**src/rtl/mbed_pkg.sv**
```systemverilog
// Types and constants of the multi-button event detector.
// Used by every RTL module of the block; depends on nothing.
package mbed_pkg;

  localparam int MAX_BUTTONS = 8;

  localparam logic [1:0] EV_PRESSED       = 2'd0;
  localparam logic [1:0] EV_HOLD          = 2'd1;
  localparam logic [1:0] EV_HOLD_RELEASED = 2'd2;
  localparam logic [1:0] EV_RELEASED      = 2'd3;

  localparam logic CMD_SAMPLE   = 1'b0;
  localparam logic CMD_BLACKOUT = 1'b1;

  localparam logic [1:0] REG_HOLD_THRESHOLD = 2'd0;
  localparam logic [1:0] REG_HOLD_INTERVAL  = 2'd1;
  localparam logic [1:0] REG_DEBOUNCE_TIME  = 2'd2;

  typedef struct packed {
    logic        cmd;
    logic [31:0] now_ms;
    logic [7:0]  button_levels;
    logic [31:0] blackout_ms;
  } in_item_t;

  typedef struct packed {
    logic [2:0] button_index;
    logic [1:0] event_kind;
    logic       last_event;
  } out_item_t;

  typedef struct packed {
    logic        is_blackout;
    logic [31:0] now_ms;
    logic [7:0]  levels;
    logic [31:0] duration;
  } job_t;

  typedef struct packed {
    logic        start;
    logic [31:0] dividend;
    logic [15:0] divisor;
  } div_req_t;

  typedef struct packed {
    logic        done;
    logic [31:0] quotient;
  } div_rsp_t;

endpackage

```
**src/rtl/multi_button_event_detector.sv**
```systemverilog
// Multi-button event detector: debounce, press, hold repeat and release.
// Each event of a sample is held in a pending register and enters the result queue only when
// the next event or the end of the sample comes, so the final one can be marked.
// A new sample is taken only after the last one is done; a hold check divides with the serial
// divider, or not when hold_interval is zero; a blackout or ignored sample is done on acceptance.
// Reset (synchronous, rst_n low) clears queues, button state, blackout end and loads defaults.
module multi_button_event_detector #(
  parameter int NUM_BUTTONS = 8
) (
  input  logic                clk,
  input  logic                rst_n,
  input  logic                in_push,
  input  mbed_pkg::in_item_t  in_data,
  output logic                in_full,
  output logic                out_empty,
  input  logic                out_pop,
  output mbed_pkg::out_item_t out_data,
  input  logic                cfg_we,
  input  logic [1:0]          cfg_index,
  input  logic [15:0]         cfg_wdata
);

  localparam int ACTIVE = (NUM_BUTTONS < mbed_pkg::MAX_BUTTONS) ?
                          NUM_BUTTONS : mbed_pkg::MAX_BUTTONS;

  logic [15:0]         hold_threshold_r;
  logic [15:0]         hold_interval_r;
  logic [15:0]         debounce_time_r;
  logic                job_valid;
  mbed_pkg::job_t      job;
  logic                take;
  logic                ev_push;
  mbed_pkg::out_item_t ev_data;
  logic                ev_full;

  always_ff @(posedge clk) begin
    if (!rst_n) begin
      hold_threshold_r <= 16'd1000;
      hold_interval_r  <= 16'd500;
      debounce_time_r  <= 16'd50;
    end else if (cfg_we) begin
      case (cfg_index)
        mbed_pkg::REG_HOLD_THRESHOLD: hold_threshold_r <= cfg_wdata;
        mbed_pkg::REG_HOLD_INTERVAL:  hold_interval_r  <= cfg_wdata;
        mbed_pkg::REG_DEBOUNCE_TIME:  debounce_time_r  <= cfg_wdata;
        default: begin
        end
      endcase
    end
  end

  mbed_front u_front (
    .clk       (clk),
    .rst_n     (rst_n),
    .push      (in_push),
    .item      (in_data),
    .full      (in_full),
    .take      (take),
    .job_valid (job_valid),
    .job       (job)
  );

  mbed_back #(
    .ACTIVE (ACTIVE)
  ) u_back (
    .clk            (clk),
    .rst_n          (rst_n),
    .job_valid      (job_valid),
    .job            (job),
    .take           (take),
    .hold_threshold (hold_threshold_r),
    .hold_interval  (hold_interval_r),
    .debounce_time  (debounce_time_r),
    .ev_push        (ev_push),
    .ev_data        (ev_data),
    .ev_full        (ev_full)
  );

  mbed_out_q u_out_q (
    .clk       (clk),
    .rst_n     (rst_n),
    .push      (ev_push),
    .push_data (ev_data),
    .full      (ev_full),
    .pop       (out_pop),
    .empty     (out_empty),
    .head      (out_data)
  );

endmodule

```
**src/rtl/mbed_front.sv**
```systemverilog
// Input side of the detector: a two-entry queue that takes sample and
// blackout transactions and hands them, classified, to the sweeper. Uses mbed_pkg.
module mbed_front (
  input  logic              clk,
  input  logic              rst_n,
  input  logic              push,
  input  mbed_pkg::in_item_t item,
  output logic              full,
  input  logic              take,
  output logic              job_valid,
  output mbed_pkg::job_t    job
);

  mbed_pkg::job_t mem_r [2];
  logic           wr_ptr_r;
  logic           rd_ptr_r;
  logic [1:0]     cnt_r;
  logic           do_push;
  logic           do_take;
  mbed_pkg::job_t new_job;

  assign full      = cnt_r == 2'd2;
  assign job_valid = cnt_r != 2'd0;
  assign job       = mem_r[rd_ptr_r];
  assign do_push   = push && !full;
  assign do_take   = take && job_valid;

  always_comb begin
    new_job.is_blackout = item.cmd == mbed_pkg::CMD_BLACKOUT;
    new_job.now_ms      = item.now_ms;
    new_job.levels      = item.button_levels;
    new_job.duration    = item.blackout_ms;
  end

  always_ff @(posedge clk) begin
    if (!rst_n) begin
      wr_ptr_r <= 1'b0;
      rd_ptr_r <= 1'b0;
      cnt_r    <= 2'd0;
    end else begin
      if (do_push) begin
        wr_ptr_r <= !wr_ptr_r;
      end
      if (do_take) begin
        rd_ptr_r <= !rd_ptr_r;
      end
      cnt_r <= cnt_r + {1'b0, do_push} - {1'b0, do_take};
    end
  end

  always_ff @(posedge clk) begin
    if (do_push) begin
      mem_r[wr_ptr_r] <= new_job;
    end
  end

endmodule

```
**src/rtl/mbed_div.sv**
```systemverilog
// Iterative 32 by 16 bit unsigned divider, one quotient bit per cycle.
// Serves the hold repeat step of the sweeper; uses mbed_pkg.
module mbed_div (
  input  logic               clk,
  input  logic               rst_n,
  input  mbed_pkg::div_req_t req,
  output mbed_pkg::div_rsp_t rsp
);

  logic        busy_r;
  logic        done_r;
  logic [4:0]  cnt_r;
  logic [15:0] rem_r;
  logic [31:0] quo_r;
  logic [15:0] dvs_r;
  logic [16:0] trial;
  logic        fits;

  assign trial = {rem_r, quo_r[31]};
  assign fits  = trial >= {1'b0, dvs_r};

  assign rsp.done     = done_r;
  assign rsp.quotient = quo_r;

  always_ff @(posedge clk) begin
    if (!rst_n) begin
      busy_r <= 1'b0;
      done_r <= 1'b0;
      cnt_r  <= 5'd0;
    end else begin
      done_r <= 1'b0;
      if (busy_r) begin
        cnt_r <= cnt_r + 5'd1;
        if (cnt_r == 5'd31) begin
          busy_r <= 1'b0;
          done_r <= 1'b1;
        end
      end else if (req.start) begin
        busy_r <= 1'b1;
        cnt_r  <= 5'd0;
      end
    end
  end

  always_ff @(posedge clk) begin
    if (busy_r) begin
      rem_r <= fits ? 16'(trial - {1'b0, dvs_r}) : trial[15:0];
      quo_r <= {quo_r[30:0], fits};
    end else if (req.start) begin
      rem_r <= 16'd0;
      quo_r <= req.dividend;
      dvs_r <= req.divisor;
    end
  end

endmodule

```
**src/rtl/mbed_back.sv**
```systemverilog
// Sweeper of the detector: holds the per-button state and the blackout end,
// walks the buttons of one sample and emits events. Uses mbed_pkg and mbed_div.
module mbed_back #(
  parameter int ACTIVE = 8
) (
  input  logic                 clk,
  input  logic                 rst_n,
  input  logic                 job_valid,
  input  mbed_pkg::job_t       job,
  output logic                 take,
  input  logic [15:0]          hold_threshold,
  input  logic [15:0]          hold_interval,
  input  logic [15:0]          debounce_time,
  output logic                 ev_push,
  output mbed_pkg::out_item_t  ev_data,
  input  logic                 ev_full
);

  localparam int IDX_W = (ACTIVE > 1) ? $clog2(ACTIVE) : 1;

  localparam logic [2:0] ST_IDLE  = 3'd0;
  localparam logic [2:0] ST_CHECK = 3'd1;
  localparam logic [2:0] ST_DIV   = 3'd2;
  localparam logic [2:0] ST_HCMP  = 3'd3;
  localparam logic [2:0] ST_FLUSH = 3'd4;

  logic [2:0]       state_r;
  logic [IDX_W-1:0] idx_r;
  logic [31:0]      press_time_r [ACTIVE];
  logic [ACTIVE-1:0] down_r;
  logic [31:0]      hold_count_r [ACTIVE];
  logic [31:0]      blackout_end_r;
  logic [31:0]      cur_now_r;
  logic [7:0]       cur_levels_r;
  logic [31:0]      q_r;
  logic             pend_valid_r;
  logic [2:0]       pend_idx_r;
  logic [1:0]       pend_kind_r;

  logic [31:0]        diff;
  logic               level;
  logic               down;
  logic               skip;
  logic               over_thr;
  logic               is_last;
  logic               ev_valid;
  logic [1:0]         ev_kind;
  logic               stall;
  logic               want_hold;
  mbed_pkg::div_req_t div_req;
  mbed_pkg::div_rsp_t div_rsp;

  mbed_div u_div (
    .clk   (clk),
    .rst_n (rst_n),
    .req   (div_req),
    .rsp   (div_rsp)
  );

  assign diff      = cur_now_r - press_time_r[idx_r];
  assign level     = cur_levels_r[3'(idx_r)];
  assign down      = down_r[idx_r];
  assign skip      = diff < {16'd0, debounce_time};
  assign over_thr  = diff > {16'd0, hold_threshold};
  assign is_last   = idx_r == IDX_W'(ACTIVE - 1);
  assign want_hold = level && down && over_thr;
  assign take      = (state_r == ST_IDLE) && job_valid;

  always_comb begin
    ev_valid = 1'b0;
    ev_kind  = mbed_pkg::EV_PRESSED;
    if (state_r == ST_CHECK && !skip) begin
      if (level && !down) begin
        ev_valid = 1'b1;
      end else if (!level && down) begin
        ev_valid = 1'b1;
        ev_kind  = over_thr ? mbed_pkg::EV_HOLD_RELEASED : mbed_pkg::EV_RELEASED;
      end
    end else if (state_r == ST_HCMP && q_r > hold_count_r[idx_r]) begin
      ev_valid = 1'b1;
      ev_kind  = mbed_pkg::EV_HOLD;
    end
  end

  assign stall = ev_valid && pend_valid_r && ev_full;

  assign ev_push = (ev_valid && !stall && pend_valid_r) ||
                   (state_r == ST_FLUSH && pend_valid_r && !ev_full);
  assign ev_data.button_index = pend_idx_r;
  assign ev_data.event_kind   = pend_kind_r;
  assign ev_data.last_event   = state_r == ST_FLUSH;

  assign div_req.start    = state_r == ST_CHECK && !skip && want_hold &&
                            hold_interval != 16'd0;
  assign div_req.dividend = diff;
  assign div_req.divisor  = hold_interval;

  always_ff @(posedge clk) begin
    if (!rst_n) begin
      state_r        <= ST_IDLE;
      idx_r          <= '0;
      down_r         <= '0;
      blackout_end_r <= 32'd0;
      pend_valid_r   <= 1'b0;
      for (int b = 0; b < ACTIVE; b++) begin
        press_time_r[b] <= 32'd0;
        hold_count_r[b] <= 32'd0;
      end
    end else begin
      if (ev_valid && !stall) begin
        pend_valid_r <= 1'b1;
        pend_idx_r   <= 3'(idx_r);
        pend_kind_r  <= ev_kind;
      end
      unique case (state_r)
        ST_IDLE: begin
          if (job_valid) begin
            if (job.is_blackout) begin
              down_r         <= '0;
              blackout_end_r <= job.now_ms + job.duration;
              for (int b = 0; b < ACTIVE; b++) begin
                press_time_r[b] <= 32'd0;
                hold_count_r[b] <= 32'd0;
              end
            end else if (!(blackout_end_r > job.now_ms)) begin
              cur_now_r    <= job.now_ms;
              cur_levels_r <= job.levels;
              idx_r        <= '0;
              state_r      <= ST_CHECK;
            end
          end
        end
        ST_CHECK: begin
          if (!stall) begin
            if (!skip && want_hold) begin
              if (hold_interval == 16'd0) begin
                q_r     <= 32'hFFFF_FFFF;
                state_r <= ST_HCMP;
              end else begin
                state_r <= ST_DIV;
              end
            end else begin
              if (!skip && level && !down) begin
                press_time_r[idx_r] <= cur_now_r;
                down_r[idx_r]       <= 1'b1;
              end else if (!skip && !level && down) begin
                down_r[idx_r]       <= 1'b0;
                hold_count_r[idx_r] <= 32'd0;
              end
              if (is_last) begin
                state_r <= ST_FLUSH;
              end else begin
                idx_r <= idx_r + 1'b1;
              end
            end
          end
        end
        ST_DIV: begin
          if (div_rsp.done) begin
            q_r     <= div_rsp.quotient;
            state_r <= ST_HCMP;
          end
        end
        ST_HCMP: begin
          if (!stall) begin
            if (ev_valid) begin
              hold_count_r[idx_r] <= q_r;
            end
            if (is_last) begin
              state_r <= ST_FLUSH;
            end else begin
              idx_r   <= idx_r + 1'b1;
              state_r <= ST_CHECK;
            end
          end
        end
        ST_FLUSH: begin
          if (!pend_valid_r || !ev_full) begin
            pend_valid_r <= 1'b0;
            state_r      <= ST_IDLE;
          end
        end
        default: begin
          state_r <= ST_IDLE;
        end
      endcase
    end
  end

endmodule

```
**src/rtl/mbed_out_q.sv**
```systemverilog
// Result queue of the detector: four entries between the sweeper and the
// result port. Uses mbed_pkg.
module mbed_out_q (
  input  logic                clk,
  input  logic                rst_n,
  input  logic                push,
  input  mbed_pkg::out_item_t push_data,
  output logic                full,
  input  logic                pop,
  output logic                empty,
  output mbed_pkg::out_item_t head
);

  localparam int DEPTH = 4;
  localparam int PTR_W = $clog2(DEPTH);

  mbed_pkg::out_item_t mem_r [DEPTH];
  logic [PTR_W-1:0]    wr_ptr_r;
  logic [PTR_W-1:0]    rd_ptr_r;
  logic [PTR_W:0]      cnt_r;
  logic                do_push;
  logic                do_pop;

  assign full    = cnt_r == (PTR_W + 1)'(DEPTH);
  assign empty   = cnt_r == '0;
  assign head    = mem_r[rd_ptr_r];
  assign do_push = push && !full;
  assign do_pop  = pop && !empty;

  always_ff @(posedge clk) begin
    if (!rst_n) begin
      wr_ptr_r <= '0;
      rd_ptr_r <= '0;
      cnt_r    <= '0;
    end else begin
      if (do_push) begin
        wr_ptr_r <= wr_ptr_r + 1'b1;
      end
      if (do_pop) begin
        rd_ptr_r <= rd_ptr_r + 1'b1;
      end
      cnt_r <= cnt_r + (PTR_W + 1)'(do_push) - (PTR_W + 1)'(do_pop);
    end
  end

  always_ff @(posedge clk) begin
    if (do_push) begin
      mem_r[wr_ptr_r] <= push_data;
    end
  end

endmodule

```
**config.mk**
```make
export PLATFORM = sky130hd
export DESIGN_NAME = multi_button_event_detector
export DESIGN_NICKNAME = d
export VERILOG_FILES = /design/src/rtl/mbed_pkg.sv /design/src/rtl/multi_button_event_detector.sv /design/src/rtl/mbed_front.sv /design/src/rtl/mbed_div.sv /design/src/rtl/mbed_back.sv /design/src/rtl/mbed_out_q.sv
export SDC_FILE = /design/constraint.sdc
export NUM_CORES = 2
export LEC_CHECK = 0
export BUFFER_PORTS_ARGS = -buffer_cell sky130_fd_sc_hd__buf_2
export CAP_MARGIN = 20
export CORE_MARGIN = 4
export CORE_UTILIZATION = 35
export CTS_CLUSTER_DIAMETER = 80
export CTS_CLUSTER_SIZE = 25
export DETAILED_ROUTE_END_ITERATION = 12
export SYNTH_ARGS = -nofsm -noshare
export SYNTH_HDL_FRONTEND = slang
export SYNTH_SLANG_ARGS = --single-unit
```
**constraint.sdc**
```tcl
create_clock -name clk -period 12.5 [get_ports clk]
set_input_delay 1.25 -clock clk [delete_from_list [all_inputs] [get_ports clk]]
set_output_delay 1.25 -clock clk [all_outputs]
set_load 0.02 [all_outputs]
```
==> reports/results.tsv <==
metric	value	unit
Final Hold Fails	0	
Worst Setup Path Type	register to register	
WHS Endpoint	hold_threshold_r[2]	
total power	9.74	mW
Max VDD drop	159	µV
DIE HEIGHT	367	µm
Initial Util	35.3	%
commonest non-fill, non-tap cell in the layout	edfxtp_1	
worst skew pair latency	0.68	ns
vias per inst	5.07	
post-DP HPWL	67500	µm
Routed Antenna Nets	0	
LEAKAGE	17.8	nW
initial antenna violation count	2	
Mapped Area	45100	µm²
Slew HR	27.0	%
final WL	102000	µm
Final Net Count	3691	
Reg clk slew, reported paths	0.10	ns
setup bufs post-CTS	0	
CTS Hold Buffers Added	0	
Tcrit/Tclk final	67.6	%
Switching Share	34.6	%
port bufs	103	
placer congestion estimate	0.848	
status	completed	
site row count	131	
Die X-Extent	367	µm
Critical Path AT	8.73	ns
Hold/Removal Path Class	register to register	
critical path capture point type	register	
Mapped Nets	3640	
H-tree depth	2	
Comb power frac	35.4	%
Clock Skews	0.0649	ns
share of power burned in registers	44.2	%
vias	25866	
cts bufs inserted	52	
WL/cell	20.0	µm
Num Clock Sinks	942	
residual DRC count	0	
Final Max Tran Viols	0	
drt first-iter violations	1740	
CTS max path bufs	3	
CORE AREA	128000	µm²
vias in the first global route	26537	
worst path required time	12.77	ns
number of synthesized flops with an enable pin	823	
post-CTS resize count	0	
fmax	118	MHz
synth-to-layout area growth	9.54	%
P_int	6.37	mW
share of layout cells above drive strength 1	14.3	%
Reg-to-Reg End	u_back.press_time_r[0][26]	
Mapped Cells	3353	
Worst R2R Path Depth	22	
Max-Cap Viols	0	
critical path peak fanout	40	
Mean Syn Cell Area	13.4	µm²
Die Area	135000	µm²
gr ovfl total	0	
Post-Route Setup TNS	0	ns
final setup vio count	0	
switching power	3.37	mW
PwrDens	197	nW/µm²
worst hold start	hold_threshold_r[2]	
CTS tree	yes	
Top Ports	104	
setup slack, reg-to-reg	4.05	ns
Cell variety after synth	87	
largest net degree at the start of global routing	66	
most frequent cells in the layout	823 x edfxtp_1, 512 x and2_1, 239 x nand2_1	
Hold Crit Depth	2	
drt first pass iters	7	
synthesized flop and latch total	942	
RSZ-0062 raised after global routing	false	
Clock Tree Root	clkbuf_16	
fin crit period	8.45	ns
worst slew pin tran	1.09	ns
synth warn	0	
global-route wire length before repair	159000	µm
sequential fraction of the synthesis area	60.1	%
clock share of power	20.4	%
gr usage total	14.9	%
critical path launch point type	register	
ys flop type	edfxtp_1	
async set or reset register ratio after synthesis	0	%
flip-flops by register name (all words and copies together), names as in the netlist, 3 cells and up, named ones only:
register               count
u_back.cur_now_r          32
u_back.state_r             3
u_back.pend_idx_r          3
u_front.mem_r            146
u_out_q.mem_r             24
hold_interval_r           16
u_back.blackout_end_r     32
u_back.u_div.rem_r        16
u_back.hold_count_r      256
debounce_time_r           16
u_back.u_div.dvs_r        16
u_out_q.cnt_r              3
u_back.u_div.cnt_r         5
u_back.cur_levels_r        8
u_back.q_r                32
u_back.idx_r               3
u_back.press_time_r      256
hold_threshold_r          16
u_back.u_div.quo_r        32
u_back.down_r              8
how the worst max path moves through the flow:
stage / start / endpoint / slack, ns
after global routing: register / u_back.press_time_r[0][29] / 3.21
after CTS: register / u_back.press_time_r[0][25] / 3.96
final: register / u_back.press_time_r[0][26] / 4.05
after floorplan: register / u_back.q_r[0] / 3.53
after detailed placement: register / u_back.press_time_r[0][20] / 4.01
after global placement: register / u_back.press_time_r[1][23] / 4.16
power by group through the flow:
stage	registers, mW	logic (mW)	clock network (mW)
2_1_floorplan	4.26	2.56	0
3_3_place_gp	4.37	3.45	0
3_5_place_dp	4.39	3.47	0
4_1_cts	4.31	3.49	2.04
5_1_grt	4.36	3.83	2.17
6_report	4.31	3.45	1.99
worst max-delay path: stages (launching register included):
cell and delay (ns):
dfxtp_4 0.90, buf_4 0.58, mux4_2 0.56, mux2i_1 0.29
fa_1 0.31, a211oi_2 0.10, o211ai_1 0.24, nand2_1 0.12
o21a_1 0.22, o21ai_0 0.20, xor2_1 0.30, ha_1 0.31
a21o_1 0.16, a21o_1 0.17, a21oi_1 0.14, nor2b_1 0.05
a2111oi_0 0.70, o221ai_1 0.23, nor4_2 0.24, a31oi_2 0.24
nor3b_1 0.84, nand3_1 0.23, nand2_2 0.83
layer usage:
layer | share of wire [%] | global-route usage (%)
met4 | 1.9 | 3.06
met5 | 0.013 | 0
met2 | 49 | 25.9
met3 | 4.0 | 2.05
met1 | 45 | 20.0
through the flow:
| stage | cell area, µm² | cells | hold WS [ns] | utilization (%) | worst slack [ns] |
|---|---|---|---|---|---|
| 2_1_floorplan | 45100 | 3353 | 0.429 | - | 3.53 |
| 3_3_place_gp | 47600 | 5011 | 0.442 | 37.3 | 4.16 |
| 3_5_place_dp | 47600 | 5011 | 0.446 | 37.3 | 4.01 |
| 4_1_cts | 49400 | 5100 | 0.460 | 38.7 | 3.96 |
| 5_1_grt | 49400 | 5101 | 0.479 | 38.7 | 3.21 |
| 6_report | 49400 | 5102 | 0.457 | 38.7 | 4.05 |
cell families (layout without fill, tap and decap cells):
logic type | count (synthesis) | count (layout) | synth area share [%]
adder cells (fa/ha/maj) | 191 | 191 | 5.37
buffers and inverters | 277 | 363 | 2.46
XOR/XNOR | 71 | 71 | 1.38
AND/OR/NAND/NOR | 1142 | 1142 | 13.9
flip-flops | 942 | 942 | 60.1
multiplexers | 306 | 306 | 10.7
AO/OA/AOI/OAI | 424 | 424 | 6.11
other | 0 | 1 | 0
layout make-up:
class,instances,area [µm²]
Timing Repair Buffer,150,876
Fill cell,11899,78300
Multi-Input combinational cell,2134,17100
Clock buffer,68,1440
Clock inverter,21,319
Tap cell,1662,2080
Sequential cell,942,27100
Antenna cell,1,2.50
Inverter,124,465
cells in the mapped netlist (7+ instances only):
library cell | n | area, µm²
a21oi_1 | 137 | 686
nand3_1 | 42 | 210
nor2b_1 | 32 | 200
nor2_2 | 7 | 43.8
nor3_1 | 52 | 260
or3_1 | 23 | 144
o21bai_1 | 10 | 75.1
o211ai_1 | 26 | 195
a21o_1 | 53 | 398
mux4_2 | 134 | 3020
clkbuf_1 | 102 | 383
o21a_1 | 15 | 113
nor4_1 | 10 | 62.6
nor2_1 | 92 | 345
nand3b_1 | 11 | 82.6
a221oi_1 | 10 | 87.6
mux2i_1 | 115 | 1150
mux2_2 | 57 | 642
inv_1 | 121 | 454
ha_1 | 187 | 2340
nand2_1 | 247 | 927
buf_1 | 21 | 78.8
a211oi_1 | 11 | 82.6
and2_1 | 512 | 3200
dfxtp_1 | 119 | 2380
edfxtp_1 | 823 | 24700
xor2_1 | 28 | 245
o21ai_0 | 76 | 380
clkbuf_2 | 22 | 110
nand4_1 | 28 | 175
xnor2_1 | 43 | 377
a21boi_0 | 9 | 67.6
nand2b_1 | 43 | 269
and3_1 | 9 | 56.3
Note: power is estimated with default switching activity, not from simulation.
